`config.mk`:
```
export PLATFORM = sky130hd
export DESIGN_NAME = articulation_point_finder
export DESIGN_NICKNAME = d
export VERILOG_FILES = /design/src/design/apf_pkg.sv /design/src/design/apf_ram.sv /design/src/design/apf_ctrl.sv /design/src/design/apf_datapath.sv /design/src/design/articulation_point_finder.sv
export SDC_FILE = /design/constraint.sdc
export NUM_CORES = 2
export LEC_CHECK = 0
export BUFFER_PORTS_ARGS = -buffer_cell sky130_fd_sc_hd__buf_4
export CAP_MARGIN = 20
export CELL_PAD_IN_SITES_DETAIL_PLACEMENT = 1
export CELL_PAD_IN_SITES_GLOBAL_PLACEMENT = 1
export CORE_UTILIZATION = 35
export DETAILED_ROUTE_END_ITERATION = 8
export GPL_TIMING_DRIVEN = 0
export PLACE_DENSITY = 0.52
export SLEW_MARGIN = 20
export SYNTH_ARGS = -nofsm -noshare
export SYNTH_HDL_FRONTEND = slang
export SYNTH_SLANG_ARGS = --single-unit
```
`constraint.sdc`:
```
create_clock -name clk -period 17.2 [get_ports clk]
set_clock_uncertainty 0.1 [all_clocks]
set_input_delay 1.72 -clock clk [delete_from_list [all_inputs] [get_ports clk]]
set_output_delay 1.72 -clock clk [all_outputs]
set_load 0.01 [all_outputs]
```
`src/design/apf_pkg.sv`:
```
// ----------------------------------------------------------------------------
// apf_pkg
// Shared constants and controller/datapath interface types for the
// articulation point finder.
// ----------------------------------------------------------------------------
package apf_pkg;

    localparam int DEF_MAX_VERTICES = 32;
    localparam int VERTEX_W         = 5;
    localparam int COUNT_W          = 6;
    localparam int PADDR_W          = 3;
    localparam int IN_DATA_W        = 16;
    localparam int OUT_DATA_W       = 8;

    localparam logic [COUNT_W-1:0] VCOUNT_RESET = 6'd32;
    localparam logic [PADDR_W-1:0] ADDR_VERTEX_COUNT = 3'd0;
    localparam logic OP_ADD_EDGE = 1'b0;
    localparam logic OP_FIND     = 1'b1;

    typedef struct packed {
        logic load_edge;
        logic find_start;
        logic root_inc;
        logic enter_root;
        logic scan_step;
        logic pop_read;
        logic pop_merge;
        logic emit_load;
    } apf_cmd_t;

    typedef struct packed {
        logic root_done;
        logic root_visited;
        logic cursor_end;
        logic stack_empty;
        logic emit_last;
        logic n_zero;
        logic out_free;
    } apf_status_t;

endpackage

```
`src/design/apf_ram.sv`:
```
// ----------------------------------------------------------------------------
// apf_ram
// Generic single-write, single-read RAM with a registered read port.
// ----------------------------------------------------------------------------
module apf_ram #(
    parameter int WIDTH = 8,
    parameter int DEPTH = 32
) (
    input  logic                     clk,
    input  logic                     we,
    input  logic [$clog2(DEPTH)-1:0] waddr,
    input  logic [WIDTH-1:0]         wdata,
    input  logic [$clog2(DEPTH)-1:0] raddr,
    output logic [WIDTH-1:0]         rdata
);

    logic [WIDTH-1:0] mem_reg [DEPTH];

    always_ff @(posedge clk)
    begin
        if (we)
        begin
            mem_reg[waddr] <= wdata;
        end
        rdata <= mem_reg[raddr];
    end

endmodule

```
`src/design/apf_ctrl.sv`:
```
// ----------------------------------------------------------------------------
// apf_ctrl
// Sequencer for edge loads, the depth-first search and result emission.
// ----------------------------------------------------------------------------
module apf_ctrl (
    input  logic                clk,
    input  logic                rst_n,
    input  logic                in_valid,
    input  logic                in_op,
    output logic                in_ready,
    input  apf_pkg::apf_status_t status,
    output apf_pkg::apf_cmd_t    cmd
);
    import apf_pkg::*;

    typedef enum logic [2:0] {
        S_IDLE,
        S_ROOT,
        S_SCAN,
        S_POP,
        S_EMIT
    } state_t;

    state_t state_reg;
    state_t state_next;

    always_comb
    begin
        state_next = state_reg;
        cmd        = '0;
        in_ready   = 1'b0;
        case (state_reg)
            S_IDLE:
            begin
                in_ready = 1'b1;
                if (in_valid)
                begin
                    if (in_op == OP_FIND)
                    begin
                        cmd.find_start = 1'b1;
                        state_next     = S_ROOT;
                    end
                    else
                    begin
                        cmd.load_edge = 1'b1;
                    end
                end
            end
            S_ROOT:
            begin
                if (status.root_done)
                begin
                    state_next = status.n_zero ? S_IDLE : S_EMIT;
                end
                else if (status.root_visited)
                begin
                    cmd.root_inc = 1'b1;
                end
                else
                begin
                    cmd.enter_root = 1'b1;
                    state_next     = S_SCAN;
                end
            end
            S_SCAN:
            begin
                if (!status.cursor_end)
                begin
                    cmd.scan_step = 1'b1;
                end
                else if (status.stack_empty)
                begin
                    cmd.root_inc = 1'b1;
                    state_next   = S_ROOT;
                end
                else
                begin
                    cmd.pop_read = 1'b1;
                    state_next   = S_POP;
                end
            end
            S_POP:
            begin
                cmd.pop_merge = 1'b1;
                state_next    = S_SCAN;
            end
            S_EMIT:
            begin
                if (status.out_free)
                begin
                    cmd.emit_load = 1'b1;
                    if (status.emit_last)
                    begin
                        state_next = S_IDLE;
                    end
                end
            end
            default:
            begin
                state_next = S_IDLE;
            end
        endcase
    end

    always_ff @(posedge clk or negedge rst_n)
    begin
        if (!rst_n)
        begin
            state_reg <= S_IDLE;
        end
        else
        begin
            state_reg <= state_next;
        end
    end

endmodule

```
`src/design/apf_datapath.sv`:
```
// ----------------------------------------------------------------------------
// apf_datapath
// Adjacency matrix, search frame registers, frame stack and result register.
// ----------------------------------------------------------------------------
module apf_datapath #(
    parameter int MAX_VERTICES = apf_pkg::DEF_MAX_VERTICES
) (
    input  logic                          clk,
    input  logic                          rst_n,
    input  apf_pkg::apf_cmd_t             cmd,
    output apf_pkg::apf_status_t          status,
    input  logic [apf_pkg::VERTEX_W-1:0]  vertex_a,
    input  logic [apf_pkg::VERTEX_W-1:0]  vertex_b,
    input  logic [apf_pkg::COUNT_W-1:0]   vertex_count,
    input  logic                          out_ready,
    output logic                          out_valid,
    output logic [apf_pkg::VERTEX_W-1:0]  out_vertex,
    output logic                          out_is_cut,
    output logic                          out_last
);
    import apf_pkg::*;

    localparam int VW   = $clog2(MAX_VERTICES);
    localparam int CW   = $clog2(MAX_VERTICES + 1);
    localparam int MAXW = (CW > COUNT_W) ? CW : COUNT_W;
    localparam int FW   = 2 * VW + 1 + 3 * CW + 2;

    typedef struct packed {
        logic [VW-1:0] u;
        logic [VW-1:0] par;
        logic          pval;
        logic [CW-1:0] disc;
        logic [CW-1:0] low;
        logic [1:0]    child;
        logic [CW-1:0] cursor;
    } frame_t;

    logic [MAX_VERTICES-1:0] adj_reg [MAX_VERTICES];
    logic [MAX_VERTICES-1:0] visited_reg;
    logic [MAX_VERTICES-1:0] cut_reg;
    logic [CW-1:0]           disc_reg [MAX_VERTICES];
    frame_t                  top_reg;
    frame_t                  top_next;
    frame_t                  pop_frame;
    logic [VW-1:0]           depth_reg;
    logic [CW-1:0]           time_reg;
    logic [CW-1:0]           root_reg;
    logic [CW-1:0]           idx_reg;
    logic [CW-1:0]           n_eff;
    logic                    a_ok;
    logic                    b_ok;
    logic [VW-1:0]           ia;
    logic [VW-1:0]           ib;
    logic [VW-1:0]           nv;
    logic                    adj_bit;
    logic                    push;
    logic [FW-1:0]           ram_rdata;
    frame_t                  push_frame;
    logic [CW-1:0]           time_inc;
    logic [1:0]              child_inc;
    logic [VW-1:0]           root_v;
    logic [CW-1:0]           merged_low;
    logic                    pop_cut;

    assign n_eff = (MAXW'(vertex_count) > MAXW'(MAX_VERTICES)) ?
                   CW'(MAX_VERTICES) : CW'(vertex_count);
    assign a_ok  = MAXW'(vertex_a) < MAXW'(n_eff);
    assign b_ok  = MAXW'(vertex_b) < MAXW'(n_eff);
    assign ia    = VW'(vertex_a);
    assign ib    = VW'(vertex_b);
    assign root_v = root_reg[VW-1:0];
    assign nv    = top_reg.cursor[VW-1:0];
    assign adj_bit = adj_reg[top_reg.u][nv];
    assign push  = cmd.scan_step && adj_bit && !visited_reg[nv];
    assign time_inc  = time_reg + CW'(1);
    assign child_inc = (top_reg.child == 2'd2) ? 2'd2 : top_reg.child + 2'd1;
    assign pop_frame = frame_t'(ram_rdata);
    assign merged_low = (top_reg.low < pop_frame.low) ? top_reg.low : pop_frame.low;
    assign pop_cut = (!pop_frame.pval && pop_frame.child == 2'd2) ||
                     (pop_frame.pval && top_reg.low >= pop_frame.disc);

    always_comb
    begin
        push_frame        = top_reg;
        push_frame.child  = child_inc;
        push_frame.cursor = top_reg.cursor + CW'(1);
    end

    apf_ram #(
        .WIDTH(FW),
        .DEPTH(MAX_VERTICES)
    ) u_stack (
        .clk  (clk),
        .we   (push),
        .waddr(depth_reg),
        .wdata(push_frame),
        .raddr(depth_reg - VW'(1)),
        .rdata(ram_rdata)
    );

    always_comb
    begin
        top_next = top_reg;
        if (cmd.enter_root)
        begin
            top_next.u      = root_v;
            top_next.par    = '0;
            top_next.pval   = 1'b0;
            top_next.disc   = time_inc;
            top_next.low    = time_inc;
            top_next.child  = 2'd0;
            top_next.cursor = '0;
        end
        else if (cmd.scan_step)
        begin
            top_next.cursor = top_reg.cursor + CW'(1);
            if (adj_bit)
            begin
                if (!visited_reg[nv])
                begin
                    top_next.u      = nv;
                    top_next.par    = top_reg.u;
                    top_next.pval   = 1'b1;
                    top_next.disc   = time_inc;
                    top_next.low    = time_inc;
                    top_next.child  = 2'd0;
                    top_next.cursor = '0;
                end
                else if (!(top_reg.pval && top_reg.par == nv) &&
                         disc_reg[nv] < top_reg.low)
                begin
                    top_next.low = disc_reg[nv];
                end
            end
        end
        else if (cmd.pop_merge)
        begin
            top_next     = pop_frame;
            top_next.low = merged_low;
        end
    end

    always_ff @(posedge clk)
    begin
        top_reg <= top_next;
        if (cmd.enter_root)
        begin
            disc_reg[root_v] <= time_inc;
        end
        else if (push)
        begin
            disc_reg[nv] <= time_inc;
        end
        if (cmd.emit_load)
        begin
            out_vertex <= VERTEX_W'(idx_reg);
            out_is_cut <= cut_reg[idx_reg[VW-1:0]];
            out_last   <= (idx_reg + CW'(1)) == n_eff;
        end
    end

    always_ff @(posedge clk or negedge rst_n)
    begin
        if (!rst_n)
        begin
            for (int i = 0; i < MAX_VERTICES; i++)
            begin
                adj_reg[i] <= '0;
            end
            visited_reg <= '0;
            cut_reg     <= '0;
            depth_reg   <= '0;
            time_reg    <= '0;
            root_reg    <= '0;
            idx_reg     <= '0;
            out_valid   <= 1'b0;
        end
        else
        begin
            if (cmd.load_edge && a_ok && b_ok)
            begin
                adj_reg[ia][ib] <= 1'b1;
                adj_reg[ib][ia] <= 1'b1;
            end
            if (cmd.find_start)
            begin
                visited_reg <= '0;
                cut_reg     <= '0;
                depth_reg   <= '0;
                time_reg    <= '0;
                root_reg    <= '0;
                idx_reg     <= '0;
            end
            if (cmd.root_inc)
            begin
                root_reg <= root_reg + CW'(1);
            end
            if (cmd.enter_root)
            begin
                visited_reg[root_v] <= 1'b1;
                time_reg <= time_inc;
            end
            if (push)
            begin
                visited_reg[nv] <= 1'b1;
                time_reg  <= time_inc;
                depth_reg <= depth_reg + VW'(1);
            end
            if (cmd.pop_read)
            begin
                depth_reg <= depth_reg - VW'(1);
            end
            if (cmd.pop_merge && pop_cut)
            begin
                cut_reg[pop_frame.u] <= 1'b1;
            end
            if (cmd.emit_load)
            begin
                idx_reg   <= idx_reg + CW'(1);
                out_valid <= 1'b1;
            end
            else if (out_ready)
            begin
                out_valid <= 1'b0;
            end
        end
    end

    always_comb
    begin
        status              = '0;
        status.root_done    = root_reg >= n_eff;
        status.root_visited = visited_reg[root_v];
        status.cursor_end   = top_reg.cursor >= n_eff;
        status.stack_empty  = depth_reg == '0;
        status.emit_last    = (idx_reg + CW'(1)) == n_eff;
        status.n_zero       = n_eff == '0;
        status.out_free     = !out_valid || out_ready;
    end

endmodule

```
`src/design/articulation_point_finder.sv`:
```
// ----------------------------------------------------------------------------
// articulation_point_finder
// Loads undirected edges and reports the cut vertices of the stored graph.
//
//  Channel   Direction  Contents
//  s_axis    in         tdata: operation, vertex_a, vertex_b
//  m_axis    out        tdata: vertex, is_cut; tlast: last
//  APB       in/out     vertex_count at byte address 0
//
// An edge load is accepted whenever the block is idle. A find runs the
// one-bit-per-cycle neighbor scan, a stack pop per tree edge and the root
// sweep, then emits one result per cycle unless m_axis stalls. Reset clears the
// graph and sets vertex_count to 32. New requests wait while a find runs;
// results hold under m_axis stall.
// ----------------------------------------------------------------------------
module articulation_point_finder #(
    parameter int MAX_VERTICES = apf_pkg::DEF_MAX_VERTICES
) (
    input  logic                             clk,
    input  logic                             rst_n,
    input  logic                             s_axis_tvalid,
    output logic                             s_axis_tready,
    // [0] operation, [5:1] vertex_a, [10:6] vertex_b, rest zero
    input  logic [apf_pkg::IN_DATA_W-1:0]    s_axis_tdata,
    output logic                             m_axis_tvalid,
    input  logic                             m_axis_tready,
    // [4:0] vertex, [5] is_cut, rest zero
    output logic [apf_pkg::OUT_DATA_W-1:0]   m_axis_tdata,
    output logic                             m_axis_tlast,
    input  logic                             psel,
    input  logic                             penable,
    input  logic                             pwrite,
    input  logic [apf_pkg::PADDR_W-1:0]      paddr,
    input  logic [31:0]                      pwdata,
    output logic [31:0]                      prdata,
    output logic                             pready
);
    import apf_pkg::*;

    apf_cmd_t              cmd;
    apf_status_t           status;
    logic [COUNT_W-1:0]    vertex_count_reg;
    logic [VERTEX_W-1:0]   out_vertex;
    logic                  out_is_cut;

    assign pready = 1'b1;
    assign prdata = (paddr == ADDR_VERTEX_COUNT) ? 32'(vertex_count_reg) : 32'd0;

    always_ff @(posedge clk or negedge rst_n)
    begin
        if (!rst_n)
        begin
            vertex_count_reg <= VCOUNT_RESET;
        end
        else if (psel && penable && pwrite && pready && paddr == ADDR_VERTEX_COUNT)
        begin
            vertex_count_reg <= pwdata[COUNT_W-1:0];
        end
    end

    apf_ctrl u_ctrl (
        .clk     (clk),
        .rst_n   (rst_n),
        .in_valid(s_axis_tvalid),
        .in_op   (s_axis_tdata[0]),
        .in_ready(s_axis_tready),
        .status  (status),
        .cmd     (cmd)
    );

    apf_datapath #(
        .MAX_VERTICES(MAX_VERTICES)
    ) u_datapath (
        .clk         (clk),
        .rst_n       (rst_n),
        .cmd         (cmd),
        .status      (status),
        .vertex_a    (s_axis_tdata[5:1]),
        .vertex_b    (s_axis_tdata[10:6]),
        .vertex_count(vertex_count_reg),
        .out_ready   (m_axis_tready),
        .out_valid   (m_axis_tvalid),
        .out_vertex  (out_vertex),
        .out_is_cut  (out_is_cut),
        .out_last    (m_axis_tlast)
    );

    assign m_axis_tdata = {2'b00, out_is_cut, out_vertex};

    a_find_blocks_input: assert property (@(posedge clk) disable iff (!rst_n)
        s_axis_tvalid && s_axis_tready && s_axis_tdata[0] == OP_FIND |=> !s_axis_tready)
        else $error("input accepted right after a find request");

    a_load_not_during_search: assert property (@(posedge clk) disable iff (!rst_n)
        cmd.load_edge |-> !cmd.scan_step && !cmd.pop_merge && !cmd.emit_load)
        else $error("edge load overlaps search activity");

    a_emit_only_when_free: assert property (@(posedge clk) disable iff (!rst_n)
        cmd.emit_load |-> !m_axis_tvalid || m_axis_tready)
        else $error("result register overwritten while stalled");

endmodule
```
==> run_results.csv <==
group,metric,value,unit
global_routing,grt_pass1_vias,68425,
routing,drtIter0Drc,7335,
floorplanning,io_pins,102,
synthesis,syn_inst,6572,
clock_network,hold_buffers,0,
place,globalplace.congestion,1.000,
floorplanning,die-area,0.2924,mm2
sta,rsz0062_at_grt,"no",
setup_path,regToRegStartpoint,"u_datapath.push_frame[27]",
synthesis,synth_area,0.1016,mm2
setup_path,crit_start,"u_datapath.push_frame[27]",
power,p_per_area,164.9,mW/mm2
routing,post-route-drc-count,0,
power,p_int,12400,uW
setup_path,rr_endpoint,"u_datapath.u_stack.mem_reg[9][13]",
setup_path,reg2reg_depth,16,
power,p_leak,0.05031,uW
setup_path,path_class,"flip-flop to flip-flop",
clock_network,cts_resized,0,
sta,fin_crit_sh,0.5132,
clock_network,cts.sinks,2379,
routing,routed_wl,452000,um
final_layout,synthToLayoutAreaGrowth,16.74,%
power,p_clk_frac,0.315,
sta,slew_headroom,0.1635,
sta,worst_pin_slew,1255,ps
synthesis,synthArstFlopShare,0.4712,
power,p_switching,7162,uW
synthesis,synth_area_leaders,"edfxtp_1, dfrtp_1, mux4_2, a21o_1, or2_2",
run,cap_violations,0,
place,dpl_worst_slack,8190,ps
sta,finalSetupTns,0,ps
routing,vias_per_cell,6.056,
routing,antenna_left,0,
synthesis,synth_compound_area_frac,0.1075,
floorplanning,die_w,540.7,um
floorplanning,num_rows,197,
sta,hold_viol,0,
global_routing,antenna_found_initial,27,
global_routing,overflow,0,
final_layout,final.fill_count,28695,
outcome,status,"finished, final reports clean",
sta,max_freq,0.1133,GHz
synthesis,synth-xor-area-share,0.002414,
final_layout,fin_nets,7132,
floorplanning,die_h,540.7,um
synthesis,yosysWarnings,0,
setup_path,cp.required,17700,ps
synthesis,ys_seq_area_frac,0.6432,
synthesis,ys_seq_elements,2379,
sta,min_period,8826,ps
clock_network,cts_setup_buffers,0,
final_layout,largest_reg_flops,1024,
sta,slew_violations,0,
synthesis,syn_area_per_cell,15.46,um2
place,io_buffers,41,
clock_network,insertion_delay,910,ps
synthesis,synth_top_area_share,0.3571,
clock_network,cts.clk_slew.worst_paths,60,ps
synthesis,synth_mux_area_frac,0.1536,
worst_hold_path,hp-start,"u_datapath.adj_reg[554]",
clock_network,root_buffer,"clkbuf_16",
worst_hold_path,hold_depth,1,
power,seq_power_share,0.346,
setup_path,start_kind,"flip-flop",
clock_network,clock_path_buffers,4,
place,place.detailed.hpwl,326100,um
clock_network,cts_buffers,282,
final_layout,final_common_cell,"edfxtp_1",
routing,dr.pass1.iters,6,
sta,fin_hold_ws,350.7,ps
final_layout,fin_area,0.1186,mm2
synthesis,synth_area_leader_cell,"edfxtp_1",
final_layout,final_cell_mix,"edfxtp_1, dfrtp_1, a21o_1",
power,p_comb_frac,0.339,
synthesis,synth_edf_count,1208,
power,ir_worst_vdd,118.3,uV
routing,post_drt_wl_per_cell,40.96,um
routing,via_count,66829,
global_routing,grt_pass1_wl,610700,um
synthesis,synth_flop_cell,"edfxtp_1",
place,placed_area,0.1091,mm2
global_routing,grt_usage,0.3077,
power,swShare,0.3662,
setup_path,r2r_setup_slack,8370,ps
setup_path,endpoint_kind,"flip-flop",
synthesis,synth_top_family_by_area,"multiplexers",
sta,setup_ws,8374,ps
synthesis,synthSimpleGateAreaFrac,0.06095,
clock_network,htreeDepth,5,
setup_path,crit_fanout,16,
sta,setup_viol,0,
worst_hold_path,hp-class,"flip-flop to flip-flop",
global_routing,grt_max_degree,138,
clock_network,cts_tree,"yes",
worst_hold_path,whs_endpoint,"u_datapath.adj_reg[554]",
setup_path,worstPathArrival,9330,ps
floorplanning,coreArea,0.2884,mm2
floorplanning,start_util,0.3522,
final_layout,drive_gt1_frac,0.2613,
synthesis,synth_cell_type_count,82,
synthesis,synth_fa_ha_area_frac,0.006405,
power by group through the flow:
stage / Clock [uW] / Sequential [uW] / Combinational (uW)
after global routing: 6440 / 6790 / 6780
after detailed placement: 0 / 6900 / 6600
after CTS: 6250 / 6790 / 6620
final: 6160 / 6770 / 6630
after global placement: 0 / 6940 / 6390
after floorplan: 0 / 6750 / 3480
synth_stat cells, types with 8 or more instances:
cell type and n:
a2111oi_0 8, a211oi_1 8, a21o_1 623, a21oi_1 63
a22o_1 36, a22oi_1 263, a31o_2 29, a31oi_1 9
a32oi_1 9, and2_1 26, and3_1 17, buf_1 43
buf_2 20, buf_4 63, buf_6 14, clkbuf_1 383
dfrtp_1 1120, dfxtp_1 50, edfxtp_1 1208, ha_1 52
inv_1 51, mux2_2 56, mux2i_1 123, mux4_2 610
nand2_1 212, nand2b_1 20, nand3_1 38, nand3b_1 12
nand4_1 9, nor2_1 382, nor2b_1 26, nor3_1 31
nor3b_1 8, o21ai_0 54, o221ai_1 39, o22ai_1 314
o31ai_1 8, or2_2 392, or3_1 10, xnor2_1 15
xor2_1 13
worst max path at each step:
stage | endpoint | slack, ps | cells past startpoint
4_1_cts | u_datapath.u_stack.mem_reg[9][13] | 8150 | 16
6_report | u_datapath.u_stack.mem_reg[9][13] | 8370 | 16
3_3_place_gp | u_datapath.adj_reg[708] | -280 | 1
2_1_floorplan | u_datapath.u_stack.mem_reg[20][0] | 11690 | 16
3_5_place_dp | u_datapath.u_stack.mem_reg[9][14] | 8190 | 16
5_1_grt | u_datapath.u_stack.mem_reg[9][3] | 8450 | 16
layout make-up:
class | instances | area [um2] | area share
inverter | 54 | 202.7 | 0.001709
sequential | 2379 | 65340 | 0.5510
multi-input combinational | 3637 | 34060 | 0.2873
tap | 3781 | 4731 | 0.03990
clock inverter | 109 | 1282 | 0.01082
antenna | 12 | 30.03 | 0.0002532
timing repair buffer | 139 | 2356 | 0.01987
buffer | 529 | 2499 | 0.02107
clock buffer | 395 | 8074 | 0.06809
routing by layer:
layer  part of all wire  up-vias  global-route usage
li1                   -    26373                   -
met3              0.067      873             0.05985
met2               0.47     2839              0.4918
met1               0.40    36732              0.3928
met5            0.00047        -            0.002301
met4              0.065       12              0.1718
worst max-delay path: stages (launching register included):
cell	delay (ps)
edfxtp_1	730
buf_2	420
buf_2	550
buf_2	590
buf_1	910
clkbuf_1	960
nand2_1	110
a31oi_1	490
o21ai_0	320
o311ai_0	270
o211ai_2	460
or3_4	580
nor2_8	170
buf_4	250
nand2_1	470
nor2_4	790
buf_12	270
metrics by stage:
step           utilization  total power [uW]  cells
2_1_floorplan            -             10230   6599
3_3_place_gp        0.3700             13330  10421
3_5_place_dp        0.3782             13500  10512
4_1_cts             0.4106             19650  11016
5_1_grt             0.4111             20010  11025
6_report            0.4112             19560  11035
logic make-up (layout without fill, tap and decap cells):
| logic type | Yosys count | after routing |
|---|---|---|
| AOI/OAI and AO/OA | 1516 | 1516 |
| xor gates and xnor gates | 28 | 28 |
| adders and majority gates | 52 | 52 |
| buffers and inverters | 583 | 1226 |
| DFF | 2379 | 2379 |
| muxes | 789 | 789 |
| other | 2 | 41 |
| and+or+nand+nor | 1223 | 1223 |
No activity file was read; power rests on OpenSTA's default activity.
